==> src/hdl/aebu_pkg.sv <==
// Shared types, codes and helpers for the ADC event block unpacker.
`timescale 1ns / 1ps

package aebu_pkg;

  localparam int unsigned MAX_MODULES_DEF = 4;
  localparam int unsigned CHANNELS        = 32;
  localparam int unsigned CHAN_W          = $clog2(CHANNELS);

  localparam logic [15:0] EMPTY_MARK = 16'hFFFF;

  // Parser phases, one-hot.
  typedef enum logic [7:0] {
    PH_HEADER  = 8'b0000_0001,
    PH_EMPTY   = 8'b0000_0010,
    PH_ADDR    = 8'b0000_0100,
    PH_VAL     = 8'b0000_1000,
    PH_CHAN    = 8'b0001_0000,
    PH_COUNTER = 8'b0010_0000,
    PH_TRAILER = 8'b0100_0000,
    PH_DONE    = 8'b1000_0000
  } phase_e;

  typedef enum logic [2:0] {
    RPT_HIT      = 3'd0,
    RPT_MISMATCH = 3'd1,
    RPT_COUNTER  = 3'd2,
    RPT_EVENT_OK = 3'd3,
    RPT_LEN_ERR  = 3'd4
  } rpt_e;

  typedef enum logic [1:0] {
    CFG_FIRST_COUNT  = 2'd0,
    CFG_SECOND_COUNT = 2'd1,
    CFG_FIRST_ADDR   = 2'd2,
    CFG_SECOND_ADDR  = 2'd3
  } cfg_reg_e;

  typedef struct packed {
    logic [2:0]  first_count;
    logic [2:0]  second_count;
    logic [19:0] first_addr;
    logic [31:0] second_addr;
  } cfg_t;

  typedef struct packed {
    logic              kind;
    logic [1:0]        slot;
    logic [CHAN_W-1:0] channel;
    logic [15:0]       value;
    rpt_e              code;
    logic              eoe;
  } result_t;

  // Up to two results per word, packed toward e0.
  typedef struct packed {
    logic    v0;
    logic    v1;
    result_t e0;
    result_t e1;
  } push_t;

  function automatic result_t mk_result(logic kind, logic [2:0] slot,
                                        logic [CHAN_W-1:0] channel,
                                        logic [15:0] value, rpt_e code, logic eoe);
    result_t r;
    r.kind    = kind;
    r.slot    = slot[1:0];
    r.channel = channel;
    r.value   = value;
    r.code    = code;
    r.eoe     = eoe;
    return r;
  endfunction

  // Configured address of a module; slots past the register read as zero.
  function automatic logic [7:0] expected_addr(logic kind, logic [2:0] slot, cfg_t cfg);
    logic [7:0] a;
    a = '0;
    if (!slot[2]) begin
      if (kind) begin
        a = cfg.second_addr[8*slot[1:0] +: 8];
      end else begin
        a = {3'b000, cfg.first_addr[5*slot[1:0] +: 5]};
      end
    end
    return a;
  endfunction

endpackage

==> src/hdl/aebu_if.sv <==
// Valid/ready channel interfaces for event words and results.
`timescale 1ns / 1ps

interface aebu_word_if;
  logic        valid;
  logic        ready;
  logic [15:0] event_word;
  logic        final_word;

  modport source (output valid, event_word, final_word, input ready);
  modport sink   (input valid, event_word, final_word, output ready);
endinterface

interface aebu_result_if;
  logic        valid;
  logic        ready;
  logic        module_kind;
  logic [1:0]  module_slot;
  logic [4:0]  channel_number;
  logic [15:0] word_value;
  logic [2:0]  report_code;
  logic        end_of_event;

  modport source (output valid, module_kind, module_slot, channel_number, word_value,
                  report_code, end_of_event, input ready);
  modport sink   (input valid, module_kind, module_slot, channel_number, word_value,
                  report_code, end_of_event, output ready);
endinterface

==> src/hdl/adc_event_block_unpacker.sv <==
// Path: a word's first result passes through the word reg and then the result queue.
// Throughput: one word per cycle while the result queue has room; the queue drains one beat
//   per cycle, so words giving two results (a hit, mismatch or counter plus the closing status) fill it faster.
// Backpressure enters through the three-entry result queue, which needs two free entries.
// Reset (rst_ni, async, active low) clears config registers to zero and rewinds the parser
//   to the first module header; the queue and word register come up empty.
`timescale 1ns / 1ps

module adc_event_block_unpacker import aebu_pkg::*; #(
  parameter int unsigned MAX_MODULES_PER_KIND = MAX_MODULES_DEF
) (
  input  logic        clk_i,
  input  logic        rst_ni,
  input  logic        cfg_we_i,
  input  logic [1:0]  cfg_index_i,
  input  logic [31:0] cfg_data_i,
  aebu_word_if.sink     evt_i,
  aebu_result_if.source res_o
);

  // Config registers. To be written by the user only between events; the block does not
  // enforce this. The parser uses the current counts and addresses combinationally.
  cfg_t  cfg_q;

  push_t push;
  logic  room;

  always_ff @(posedge clk_i or negedge rst_ni) begin
    if (!rst_ni) begin
      cfg_q.first_count  <= 3'd0;
      cfg_q.second_count <= 3'd0;
      cfg_q.first_addr   <= 20'd0;
      cfg_q.second_addr  <= 32'd0;
    end else if (cfg_we_i) begin
      case (cfg_reg_e'(cfg_index_i))
        CFG_FIRST_COUNT:  cfg_q.first_count  <= cfg_data_i[2:0];
        CFG_SECOND_COUNT: cfg_q.second_count <= cfg_data_i[2:0];
        CFG_FIRST_ADDR:   cfg_q.first_addr   <= cfg_data_i[19:0];
        CFG_SECOND_ADDR:  cfg_q.second_addr  <= cfg_data_i;
        default: begin
        end
      endcase
    end
  end

  // Parser: registers the incoming beat, then walks header (or empty mark) / address /
  // data pairs / counter / trailer for each module, one word per cycle while the queue has room.
  aebu_parser #(
    .MAX_MODULES_PER_KIND(MAX_MODULES_PER_KIND)
  ) u_parser (
    .clk_i  (clk_i),
    .rst_ni (rst_ni),
    .cfg_i  (cfg_q),
    .room_i (room),
    .push_o (push),
    .evt_i  (evt_i)
  );

  // Result queue: decouples the output side so the parser keeps taking
  // words while earlier results wait.
  aebu_out_queue u_out_queue (
    .clk_i  (clk_i),
    .rst_ni (rst_ni),
    .push_i (push),
    .room_o (room),
    .res_o  (res_o)
  );

endmodule

==> src/hdl/aebu_parser.sv <==
// Word register and parse state machine taking one word per cycle while the queue has room.
`timescale 1ns / 1ps

module aebu_parser import aebu_pkg::*; #(
  parameter int unsigned MAX_MODULES_PER_KIND = MAX_MODULES_DEF
) (
  input  logic clk_i,
  input  logic rst_ni,
  input  cfg_t cfg_i,
  input  logic room_i,
  output push_t push_o,
  aebu_word_if.sink evt_i
);

  localparam logic [3:0] MaxMods = 4'(MAX_MODULES_PER_KIND);

  typedef struct packed {
    phase_e     phase;
    logic       kind;
    logic [2:0] slot;
  } pos_t;

  function automatic logic [2:0] sat_count(logic [2:0] n);
    logic [2:0] r;
    r = n;
    if ({1'b0, n} > MaxMods) begin
      r = MaxMods[2:0];
    end
    return r;
  endfunction

  // Skip to the next module that exists, or to done.
  function automatic pos_t normalize(pos_t p, logic [2:0] c0, logic [2:0] c1);
    pos_t r;
    r = p;
    if (p.phase == PH_HEADER) begin
      if (!r.kind && r.slot >= c0) begin
        r.kind = 1'b1;
        r.slot = 3'd0;
      end
      if (r.kind && r.slot >= c1) begin
        r.phase = PH_DONE;
      end
    end
    return r;
  endfunction

  logic        in_v_q;
  logic [15:0] word_q;
  logic        fin_q;
  logic        fire;

  pos_t        pos_q, pos_d;
  logic [12:0] wl_q, wl_d;
  logic        skip_q, skip_d;
  logic [11:0] held_q, held_d;

  pos_t        cur, nm, nxt;
  logic [2:0]  cnt0, cnt1;
  logic [12:0] wl_dec, wl_adr;
  logic [7:0]  addr_rx;
  logic        mism, consumed, has_a;
  result_t     a_res, fin_res;
  rpt_e        fin_code;

  assign fire        = in_v_q && room_i;
  assign evt_i.ready = !in_v_q || fire;

  always_ff @(posedge clk_i or negedge rst_ni) begin
    if (!rst_ni) begin
      in_v_q <= 1'b0;
    end else if (evt_i.ready) begin
      in_v_q <= evt_i.valid;
    end
  end

  always_ff @(posedge clk_i) begin
    if (evt_i.ready && evt_i.valid) begin
      word_q <= evt_i.event_word;
      fin_q  <= evt_i.final_word;
    end
  end

  always_comb begin
    cnt0     = sat_count(cfg_i.first_count);
    cnt1     = sat_count(cfg_i.second_count);
    cur      = normalize(pos_q, cnt0, cnt1);
    nm       = cur;
    nxt      = cur;
    wl_d     = wl_q;
    skip_d   = skip_q;
    held_d   = held_q;
    consumed = 1'b1;
    has_a    = 1'b0;
    wl_dec   = (wl_q != 13'd0) ? wl_q - 13'd1 : 13'd0;
    wl_adr   = wl_q;
    addr_rx  = cur.kind ? word_q[7:0] : {3'b000, word_q[15:11]};
    mism     = addr_rx != expected_addr(cur.kind, cur.slot, cfg_i);
    a_res    = mk_result(cur.kind, cur.slot, '0, {8'h00, addr_rx}, RPT_MISMATCH, 1'b0);

    // next_module target
    nm.phase = PH_HEADER;
    nm.slot  = cur.slot + 3'd1;

    case (cur.phase)
      PH_HEADER: begin
        if (word_q == EMPTY_MARK) begin
          nxt.phase = PH_EMPTY;
        end else begin
          wl_d = cur.kind ? {word_q[11:0], 1'b0} : {4'b0000, word_q[15:8], 1'b0};
          nxt.phase = PH_ADDR;
        end
      end
      PH_EMPTY: begin
        nxt = normalize(nm, cnt0, cnt1);
      end
      PH_ADDR: begin
        if (cur.kind) begin
          wl_adr = (wl_q >= 13'd2) ? wl_q - 13'd2 : 13'd0;
        end
        wl_d      = wl_adr;
        skip_d    = mism;
        has_a     = mism;
        nxt.phase = (wl_adr != 13'd0) ? PH_VAL : PH_COUNTER;
      end
      PH_VAL: begin
        held_d    = word_q[11:0];
        wl_d      = wl_dec;
        nxt.phase = PH_CHAN;
      end
      PH_CHAN: begin
        wl_d      = wl_dec;
        has_a     = !skip_q;
        a_res     = mk_result(cur.kind, cur.slot, word_q[CHAN_W-1:0], {4'h0, held_q},
                              RPT_HIT, 1'b0);
        nxt.phase = (wl_dec != 13'd0) ? PH_VAL : PH_COUNTER;
      end
      PH_COUNTER: begin
        has_a     = 1'b1;
        a_res     = mk_result(cur.kind, cur.slot, '0, word_q, RPT_COUNTER, 1'b0);
        skip_d    = 1'b0;
        wl_d      = 13'd3;
        nxt.phase = PH_TRAILER;
      end
      PH_TRAILER: begin
        wl_d = wl_dec;
        if (wl_dec == 13'd0) begin
          nxt = normalize(nm, cnt0, cnt1);
        end
      end
      default: begin
        consumed = 1'b0;
      end
    endcase

    fin_code = (consumed && nxt.phase == PH_DONE) ? RPT_EVENT_OK : RPT_LEN_ERR;
    fin_res  = mk_result(1'b0, 3'd0, '0, 16'h0000, fin_code, 1'b1);

    pos_d = nxt;
    if (fin_q) begin
      pos_d.phase = PH_HEADER;
      pos_d.kind  = 1'b0;
      pos_d.slot  = 3'd0;
      wl_d        = 13'd0;
      skip_d      = 1'b0;
      held_d      = 12'd0;
    end

    push_o.v0 = fire && (has_a || fin_q);
    push_o.v1 = fire && has_a && fin_q;
    push_o.e0 = has_a ? a_res : fin_res;
    push_o.e1 = fin_res;
  end

  always_ff @(posedge clk_i or negedge rst_ni) begin
    if (!rst_ni) begin
      pos_q.phase <= PH_HEADER;
      pos_q.kind  <= 1'b0;
      pos_q.slot  <= 3'd0;
      wl_q        <= 13'd0;
      skip_q      <= 1'b0;
      held_q      <= 12'd0;
    end else if (fire) begin
      pos_q  <= pos_d;
      wl_q   <= wl_d;
      skip_q <= skip_d;
      held_q <= held_d;
    end
  end

`ifndef SYNTHESIS
  a_close_last: assert property (@(posedge clk_i) disable iff (!rst_ni)
    push_o.v1 |-> (push_o.e1.eoe && !push_o.e0.eoe))
    else $error("closing status not last in beat pair");

  a_close_resets: assert property (@(posedge clk_i) disable iff (!rst_ni)
    (fire && fin_q) |=> (pos_q.phase == PH_HEADER && !pos_q.kind && pos_q.slot == 3'd0
                         && wl_q == 13'd0 && !skip_q))
    else $error("parser not rewound after final word");

  a_trailer_count: assert property (@(posedge clk_i) disable iff (!rst_ni)
    (pos_q.phase == PH_TRAILER) |-> (wl_q != 13'd0 && wl_q <= 13'd3))
    else $error("trailer word count out of range");
`endif

endmodule

==> src/hdl/aebu_out_queue.sv <==
// Three-entry result queue taking up to two results per cycle.
`timescale 1ns / 1ps

module aebu_out_queue import aebu_pkg::*; (
  input  logic  clk_i,
  input  logic  rst_ni,
  input  push_t push_i,
  output logic  room_o,
  aebu_result_if.source res_o
);

  localparam int unsigned Depth = 3;

  result_t    q_q [Depth];
  result_t    q_d [Depth];
  logic [1:0] cnt_q, cnt_d;
  logic [1:0] base;
  logic       pop;

  always_comb begin
    pop    = (cnt_q != 2'd0) && res_o.ready;
    base   = cnt_q - 2'(pop);
    room_o = base <= 2'd1;

    for (int i = 0; i < Depth - 1; i++) begin
      q_d[i] = pop ? q_q[i+1] : q_q[i];
    end
    q_d[Depth-1] = q_q[Depth-1];

    for (int i = 0; i < Depth; i++) begin
      if (push_i.v0 && base == 2'(i)) begin
        q_d[i] = push_i.e0;
      end
      if (push_i.v1 && (base + 2'd1) == 2'(i)) begin
        q_d[i] = push_i.e1;
      end
    end

    cnt_d = base + 2'(push_i.v0) + 2'(push_i.v1);
  end

  always_ff @(posedge clk_i) begin
    q_q <= q_d;
  end

  always_ff @(posedge clk_i or negedge rst_ni) begin
    if (!rst_ni) begin
      cnt_q <= 2'd0;
    end else begin
      cnt_q <= cnt_d;
    end
  end

  assign res_o.valid          = cnt_q != 2'd0;
  assign res_o.module_kind    = q_q[0].kind;
  assign res_o.module_slot    = q_q[0].slot;
  assign res_o.channel_number = q_q[0].channel;
  assign res_o.word_value     = q_q[0].value;
  assign res_o.report_code    = q_q[0].code;
  assign res_o.end_of_event   = q_q[0].eoe;

`ifndef SYNTHESIS
  a_push_order: assert property (@(posedge clk_i) disable iff (!rst_ni)
    push_i.v1 |-> push_i.v0)
    else $error("second beat pushed without first");

  a_no_overflow: assert property (@(posedge clk_i) disable iff (!rst_ni)
    push_i.v0 |-> (3'(base) + 3'(push_i.v0) + 3'(push_i.v1) <= 3'(Depth)))
    else $error("result queue overflow");

  a_push_needs_room: assert property (@(posedge clk_i) disable iff (!rst_ni)
    !room_o |-> !push_i.v0)
    else $error("push while queue reports no room");
`endif

endmodule

==> src/flat_wrapper.sv <==
// flat-port wrapper written by rule: the top's interface ports become plain ports
module adc_event_block_unpacker_flat import aebu_pkg::*;
#(
  parameter int unsigned MAX_MODULES_PER_KIND = MAX_MODULES_DEF
)
  (clk_i, rst_ni, cfg_we_i, cfg_index_i, cfg_data_i, evt_i_valid, evt_i_event_word, evt_i_final_word, evt_i_ready, res_o_valid, res_o_module_kind, res_o_module_slot, res_o_channel_number, res_o_word_value, res_o_report_code, res_o_end_of_event, res_o_ready);
  aebu_word_if evt_i_i ();
  aebu_result_if res_o_i ();
  input  logic clk_i;
  input  logic rst_ni;
  input  logic cfg_we_i;
  input  logic [1:0] cfg_index_i;
  input  logic [31:0] cfg_data_i;
  input wire logic [$bits(evt_i_i.valid)-1:0] evt_i_valid;
  input wire logic [$bits(evt_i_i.event_word)-1:0] evt_i_event_word;
  input wire logic [$bits(evt_i_i.final_word)-1:0] evt_i_final_word;
  output wire logic [$bits(evt_i_i.ready)-1:0] evt_i_ready;
  output wire logic [$bits(res_o_i.valid)-1:0] res_o_valid;
  output wire logic [$bits(res_o_i.module_kind)-1:0] res_o_module_kind;
  output wire logic [$bits(res_o_i.module_slot)-1:0] res_o_module_slot;
  output wire logic [$bits(res_o_i.channel_number)-1:0] res_o_channel_number;
  output wire logic [$bits(res_o_i.word_value)-1:0] res_o_word_value;
  output wire logic [$bits(res_o_i.report_code)-1:0] res_o_report_code;
  output wire logic [$bits(res_o_i.end_of_event)-1:0] res_o_end_of_event;
  input wire logic [$bits(res_o_i.ready)-1:0] res_o_ready;
  assign evt_i_i.valid = evt_i_valid;
  assign evt_i_i.event_word = evt_i_event_word;
  assign evt_i_i.final_word = evt_i_final_word;
  assign evt_i_ready = evt_i_i.ready;
  assign res_o_valid = res_o_i.valid;
  assign res_o_module_kind = res_o_i.module_kind;
  assign res_o_module_slot = res_o_i.module_slot;
  assign res_o_channel_number = res_o_i.channel_number;
  assign res_o_word_value = res_o_i.word_value;
  assign res_o_report_code = res_o_i.report_code;
  assign res_o_end_of_event = res_o_i.end_of_event;
  assign res_o_i.ready = res_o_ready;
  adc_event_block_unpacker #(.MAX_MODULES_PER_KIND(MAX_MODULES_PER_KIND)) u_core (.clk_i(clk_i), .rst_ni(rst_ni), .cfg_we_i(cfg_we_i), .cfg_index_i(cfg_index_i), .cfg_data_i(cfg_data_i), .evt_i(evt_i_i), .res_o(res_o_i));
endmodule
==> config.mk <==
export PLATFORM = sky130hd
export DESIGN_NAME = adc_event_block_unpacker_flat
export DESIGN_NICKNAME = d
export VERILOG_FILES = /design/src/hdl/aebu_pkg.sv /design/src/hdl/aebu_if.sv /design/src/hdl/adc_event_block_unpacker.sv /design/src/hdl/aebu_parser.sv /design/src/hdl/aebu_out_queue.sv /design/src/flat_wrapper.sv
export SDC_FILE = /design/constraint.sdc
export NUM_CORES = 1
export LEC_CHECK = 0
export BUFFER_PORTS_ARGS = -buffer_cell sky130_fd_sc_hd__buf_2
export CAP_MARGIN = 20
export CORE_MARGIN = 3
export CORE_UTILIZATION = 50
export CTS_BUF_LIST = sky130_fd_sc_hd__clkbuf_8
export DETAILED_ROUTE_END_ITERATION = 8
export GPL_TIMING_DRIVEN = 0
export PLACE_DENSITY = 0.67
export SLEW_MARGIN = 20
export SYNTH_ARGS = -nofsm -noshare
export SYNTH_HDL_FRONTEND = slang
export SYNTH_SLANG_ARGS = --single-unit
==> constraint.sdc <==
create_clock -name clk_i -period 8.3 [get_ports clk_i]
set_input_delay 2.49 -clock clk_i [delete_from_list [all_inputs] [get_ports clk_i]]
set_output_delay 2.49 -clock clk_i [all_outputs]
set_load 0.01 [all_outputs]
==> results of run 1 <==
## tightest hold or removal path, stage by stage (launching register included)
cell     delay [ns]
dfxtp_1        0.32
inv_1          0.05
nand2_1        0.05
## per-layer routing
metal  share of wire, %  wire length (um)
met5                  0                 0
met4                1.7               521
met3                7.7              2310
met2                 44             13300
met1                 46             14000
## state kept, by name, summed over array words and instances, names as in the netlist
name	count
u_core.u_out_queue.res_o.module_slot	2
u_core.u_out_queue.cnt_q	2
u_core.u_out_queue.res_o.report_code	3
u_core.u_parser.wl_q	13
u_core.u_parser.held_q	12
u_core.u_parser.pos_q	12
u_core.u_parser.fin_q	1
u_core.u_out_queue.res_o.channel_number	5
u_core.cfg_q	58
u_core.u_out_queue.res_o.end_of_event	1
u_core.u_out_queue.res_o.module_kind	1
u_core.u_out_queue.res_o.word_value	16
u_core.u_parser.word_q	16
u_core.u_out_queue.q_q	56
u_core.u_parser.in_v_q	1
u_core.u_parser.skip_q	1
## area by class of cell
| class | count | area [um2] | share of cell area [%] |
|---|---|---|---|
| clock inverter | 15 | 231 | 1.95 |
| clock buffer | 17 | 234 | 1.97 |
| sequential | 200 | 4760 | 40.1 |
| inverter | 21 | 78.8 | 0.665 |
| tap | 270 | 338 | 2.85 |
| buffer | 99 | 515 | 4.35 |
| timing repair buffer | 86 | 459 | 3.87 |
| multi-input combinational | 793 | 5240 | 44.2 |
## report_power, final
| group | internal, mW | switching (mW) |
|---|---|---|
| combinational | 0.765 | 1.27 |
| sequential | 1.22 | 0.166 |
| clock | 0.301 | 0.426 |
| total | 2.29 | 1.86 |
## cells by family (layout without fill, tap and decap cells)
family                   after synthesis  after routing
multiplexers                          90             90
AND/OR/NAND/NOR                      400            400
buffers and inverters                120            238
other                                  1              2
flip-flops                           200            200
XOR/XNOR                              11             11
adder cells (fa/ha/maj)               19             19
AO/OA/AOI/OAI                        271            271
## final timing paths
kind / cells past startpoint / endpoint / startpoint / slack [ns]
max in group asynchronous: 2 / u_core.u_parser.pos_q[4]$_DFFE_PN1P_ / rst_ni / 5.76
worst max-delay path: 9 / evt_i_ready / res_o_ready / 0.95
worst min register to register: 2 / u_core.u_out_queue.q_q[0]$_SDFFE_PP1P_ / u_core.u_out_queue.q_q[0]$_SDFFE_PP1P_ / 0.45
min in group asynchronous: 1 / u_core.u_parser.wl_q[8]$_DFFE_PN0P_ / rst_ni / 1.88
worst max register to register: 22 / u_core.u_out_queue.res_o.report_code[1]$_DFFE_PP_ / u_core.u_parser.pos_q[0]$_DFFE_PN0P_ / 2.83
worst min-delay path: 2 / u_core.u_out_queue.q_q[0]$_SDFFE_PP1P_ / u_core.u_out_queue.q_q[0]$_SDFFE_PP1P_ / 0.45
## through the flow
stage	instances	power, mW	cell area (um2)	hold WS, ns
final	1501	4.15	11900	0.445
after global routing	1501	4.41	11900	0.464
after CTS	1501	4.12	11900	0.444
after detailed placement	1469	3.39	11400	0.414
after global placement	1468	3.36	11400	0.411
after floorplan	1113	2.80	10600	0.392
## synth_stat cells, types with 5 or more instances
| master | count | share of area, % |
|---|---|---|
| mux2_2 | 66 | 7.0 |
| dfxtp_1 | 75 | 14 |
| clkbuf_1 | 50 | 1.8 |
| o22ai_1 | 8 | 0.47 |
| xnor2_1 | 9 | 0.74 |
| o21a_1 | 7 | 0.50 |
| o21ai_1 | 7 | 0.33 |
| dfrtp_1 | 98 | 23 |
| a221oi_1 | 5 | 0.41 |
| nand3_1 | 15 | 0.71 |
| a221o_1 | 5 | 0.47 |
| nand4_1 | 10 | 0.59 |
| nand2_1 | 178 | 6.3 |
| edfxtp_1 | 26 | 7.4 |
| a21o_1 | 6 | 0.43 |
| a31oi_1 | 22 | 1.3 |
| o31ai_1 | 12 | 0.85 |
| nand2b_1 | 13 | 0.77 |
| and3_1 | 22 | 1.3 |
| buf_4 | 30 | 2.1 |
| mux2i_1 | 23 | 2.2 |
| buf_2 | 13 | 0.61 |
| nor2_1 | 49 | 1.7 |
| a22o_1 | 17 | 1.4 |
| nor4_1 | 7 | 0.41 |
| and2_1 | 32 | 1.9 |
| a21oi_1 | 53 | 2.5 |
| o21ai_0 | 43 | 2.0 |
| nor2b_1 | 9 | 0.53 |
| a22oi_1 | 7 | 0.50 |
| or3_1 | 7 | 0.41 |
| a211oi_1 | 26 | 1.8 |
| inv_1 | 21 | 0.74 |
| ha_1 | 18 | 2.1 |
| nor3_1 | 27 | 1.3 |
==> flow_summary_export.csv, run 1 <==
group,metric,value,unit
drt,vias,8963,
global_routing,grtUsageMet2,39.9,%
synth,synth_enable_flop_cells,26,
global_routing,grt_use_total,26.8,%
power_and_ir_drop,leakagePower,4.99,nW
synth,synthAdderAreaFrac,2.32,%
clock_tree,clkSinkCount,200,
floorplanning,io_pins,86,
drt,drc,0,
final_layout,final_nets,1293,
synth,syn_area,10600,um2
critical_path,critPathBufInv,5,
timing,tns,0,ns
synth,yosys_warnings,0,
timing,clock_skew,0.0198,ns
clock_tree,clk_latency,0.49,ns
floorplanning,design.core.area,20500,um2
final_layout,drive_above_1_share,20.6,%
drt,first_pass_iters,6,
synth,ys_types,91,
global_routing,grt_pass1_wl,47800,um
drt,drt_first_iter_violations,830,
synth,syn_inst,1112,
floorplanning,start_util,51.7,%
floorplanning,die_y,152,um
global_routing,grt_pass1_vias,8671,
clock_tree,root_buffer,"clkbuf_8",
drt,ant_nets,0,
drt,vias_per_cell,5.97,
timing,period_minus_slack,7.35,ns
drt,routed_wirelength,30100,um
critical_path,cp-start-kind,"primary input",
final_layout,area_growth_syn_to_layout,12.0,%
outcome,status,"finished, final reports clean",
synth,yosys_most_used_dff,"dfrtp_1",
global_routing,gr-max-usage-layer,"met1",
synth,synthMuxAreaShare,9.40,%
floorplanning,rows,52,
clock_tree,path_clk_slew,0.12,ns
critical_path,path_class,"primary input to output pin",
synth,syn_avg_cell_area,9.53,um2
synth,synthSimpleGateAreaFrac,18.7,%
clock_tree,clk_path_buf_depth,2,
global_routing,grt_util_met3,5.35,%
global_routing,grt_util_met1,39.9,%
critical_path,crit_family,"buffers and inverters",
final_layout,antenna_cells,0,
critical_path,required,5.81,ns
final_layout,nFillCells,1870,
timing,relSlewSlack,33.3,%
clock_tree,cts_buffers,17,
global_routing,grt_max_degree,67,
job,maxCapViolCount,0,
synth,synth_seq_cells,200,
placed_design,place_ws,1.00,ns
placed_design,place.port_buffers,85,
power_and_ir_drop,p_per_area,350,nW/um2
critical_path,crit_arrival,4.86,ns
timing,maxSlewViolCount,0,
critical_path,crit_path_end_kind,"output pin",
critical_path,cp_cell_sequence,"buf_2 -> nand2_1 -> inv_1 -> clkbuf_1 -> clkbuf_1 -> ha_1 -> xnor2_1 -> nand2b_1 -> buf_2",
floorplanning,die_w,152,um
synth,synth_compound_area_share,18.1,%
clock_tree,cts_resized,0,
synth,yosysSeqAreaShare,44.9,%
min_path,hold_path.class,"flip-flop to flip-flop",
critical_path,slowest_delay,0.50,ns
clock_tree,cts_htree_levels,4,
timing,fin_crit_sh,88.5,%
clock_tree,postCtsSetupBuffers,0,
drt,wire_per_inst,20.1,um
timing,layout_setup_ws,0.951,ns
clock_tree,cts_tree,"done",
power_and_ir_drop,ir_drop,0.181,mV
timing,tightest_slew,1.00,ns
global_routing,grt_antenna_before_repair,0,
placed_design,place_congestion,0.948,
timing,hold_viol_final,0,
timing,final-setup-viol-count,0,
synth,synthXorXnorAreaFrac,0.910,%
final_layout,final_common_cell,"nand2_1",
timing,rsz0062_at_grt,"no",
synth,synth_top_family_by_area,"simple AND/OR/NAND/NOR gates",
floorplanning,die_area,23000,um2
timing,timing.fmax,136,MHz
final_layout,final_util,57.9,%
final_layout,final_cell_mix,"nand2_1 (178), dfrtp_1 (98), buf_2 (97)",
synth,synth-async-reset-ratio,49.5,%
placed_design,hpwl,22400,um
critical_path,slowest_stage,"clkbuf_1",
critical_path,critical_path_peak_fanout,10,
global_routing,gr-total-overflow,0,
clock_tree,cts_hold_buf,0,
Note: power is estimated with default switching activity, not from simulation.
==> inputs of run 2 (changes only) <==
- RECOVER_POWER: not set -> 100
==> run 2 against run 1 <==
Against the previous run: the flow now finishes with violations (capacitance limit, slew limit); sequential power is essentially flat; power fell by 1.1%; hold slack improved by 0.00099 ns.
==> flow_summary_export.csv, run 2 (synthesis gave the netlist of run 1 again) <==
group,metric,value,unit
timing,tightest_slew,3.42,ns
timing,hold_viol_final,0,
final_layout,regArea,4760,um2
outcome,status,"finished with violations",
final_layout,largest_reg_flops,58,
drt,wire_per_inst,20.0,um
final_layout,final_cell_mix,"nand2_1 (178), dfrtp_1 (98), clkbuf_1 (97)",
drt,first_pass_iters,6,
global_routing,grt_use_total,26.8,%
placed_design,hpwl,22400,um
power_and_ir_drop,clkPwrFrac,17.7,%
placed_design,place_congestion,0.948,
power_and_ir_drop,ir_drop,0.180,mV
clock_tree,cts_buffers,17,
floorplanning,die_area,23000,um2
timing,clock_skew,0.0185,ns
final_layout,final_common_cell,"nand2_1",
clock_tree,clk_path_buf_depth,2,
final_layout,final_util,57.2,%
placed_design,place.port_buffers,85,
final_layout,antenna_cells,0,
critical_path,crit_path_end_kind,"output pin",
final_layout,drive_above_1_share,16.4,%
timing,tns,0,ns
timing,fin_crit_sh,89.1,%
timing,rsz0062_at_grt,"no",
clock_tree,root_buffer,"clkbuf_8",
power_and_ir_drop,p_switching,1.84,mW
global_routing,gr-total-overflow,0,
clock_tree,cts_tree,"done",
floorplanning,io_pins,86,
outcome,violations,"capacitance limit, slew limit",
final_layout,instances_no_fill,1501,
final_layout,area_growth_syn_to_layout,10.6,%
clock_tree,cts_hold_buf,0,
final_layout,largestRegisters,"u_core.cfg_q: 58 flops, u_core.u_out_queue.q_q: 56 flops",
global_routing,grt_max_degree,67,
power_and_ir_drop,p_per_area,350,nW/um2
clock_tree,cts_resized,0,
critical_path,path_class,"primary input to output pin",
final_layout,max_flop_register,"u_core.cfg_q",
timing,final-setup-viol-count,0,
clock_tree,clkSinkCount,200,
placed_design,placed_cell_area,11400,um2
timing,relSlewSlack,-128,%
placed_design,placed_cells,1469,
drt,vias_per_cell,5.98,
floorplanning,start_util,51.7,%
critical_path,crit_arrival,4.90,ns
final_layout,final_nets,1293,
power_and_ir_drop,seqPwrFrac,33.9,%
drt,routed_wirelength,30000,um
timing,maxSlewViolCount,102,
drt,ant_nets,0,
power_and_ir_drop,pwr-share-comb,48.4,%
timing,period_minus_slack,7.39,ns
power_and_ir_drop,leakagePower,4.81,nW
final_layout,nFillCells,1902,
job,maxCapViolCount,2,
clock_tree,postCtsSetupBuffers,0,
clock_tree,path_clk_slew,0.12,ns
clock_tree,cts_htree_levels,4,
clock_tree,clk_latency,0.49,ns
floorplanning,die_w,152,um
drt,vias,8976,
floorplanning,rows,52,
global_routing,grt_pass1_vias,8671,
floorplanning,design.core.area,20500,um2
min_path,hold_path.class,"flip-flop to flip-flop",
drt,drt_first_iter_violations,839,
global_routing,grt_pass1_wl,47800,um
power_and_ir_drop,p_sw_share,45.0,%
floorplanning,die_y,152,um
critical_path,required,5.81,ns
critical_path,cp-start-kind,"primary input",
timing,timing.fmax,135,MHz
final_layout,fin_area,11700,um2
global_routing,grt_antenna_before_repair,0,
critical_path,critical_path_peak_fanout,10,
drt,drc,0,
power_and_ir_drop,internal-power,2.26,mW
final_layout,multi_input_area,5200,um2
## run 2: changes by cell type in the layout (fill, tap and decap cells not counted), sizes merged
cell,before,now
clkbuf,67,114
buf,135,88
## run 2: metal layers
layer	global-route usage (%)	wire length (um)	up-vias	part of all wire, %
met5	0	0	-	0
met4	6.96	610	0	2.0
met3	5.35	2160	51	7.2
met2	39.9	13200	359	44
met1	39.9	14000	4338	47
li1	-	-	4228	-
## run 2: cell type report
cell class	count	area share, %
multi-input combinational	793	44.4
timing repair buffer	86	3.31
clock buffer	17	2.00
clock inverter	15	1.98
sequential	200	40.6
tap	270	2.88
inverter	21	0.673
buffer	99	4.14
## run 2: final timing paths
kind                                                          end  cells after the start                              startpoint  slack [ns]
setup reg to reg             u_core.u_out_queue.q_q[29]$_DFFE_PP_                     18    u_core.u_parser.pos_q[0]$_DFFE_PN0P_        1.82
hold reg to reg            u_core.u_out_queue.q_q[0]$_SDFFE_PP1P_                      2  u_core.u_out_queue.q_q[0]$_SDFFE_PP1P_        0.45
max in group asynchronous             u_core.cfg_q[1]$_DFFE_PN0P_                      2                                  rst_ni        1.71
min in group asynchronous     u_core.u_parser.wl_q[8]$_DFFE_PN0P_                      1                                  rst_ni        2.54
setup / recovery                                      evt_i_ready                      9                             res_o_ready        0.91
hold / removal             u_core.u_out_queue.q_q[0]$_SDFFE_PP1P_                      2  u_core.u_out_queue.q_q[0]$_SDFFE_PP1P_        0.45
## run 2: critical path, cell delays in order
cell and delay, ns:
buf_2 0.08, nand2_1 0.23, inv_1 0.21, clkbuf_1 0.50, clkbuf_1 0.48, ha_1 0.27
xnor2_1 0.22, nand2b_1 0.24, clkbuf_1 0.17
## run 2: per-stage QoR
stage | power, mW | setup slack, ns | hold WS (ns)
floorplan | 2.80 | 1.91 | 0.392
global placement | 3.36 | 1.00 | 0.411
detailed placement | 3.39 | 1.00 | 0.414
CTS | 4.12 | 0.992 | 0.444
global route | 4.37 | 0.681 | 0.464
finish | 4.10 | 0.909 | 0.446
## run 2: power groups by stage
stage,clock (mW),sequential (mW),combinational (mW)
6_report,0.725,1.39,1.99
5_1_grt,0.770,1.42,2.18
4_1_cts,0.737,1.39,1.99
3_5_place_dp,0,1.41,1.98
3_3_place_gp,0,1.40,1.96
2_1_floorplan,0,1.34,1.46
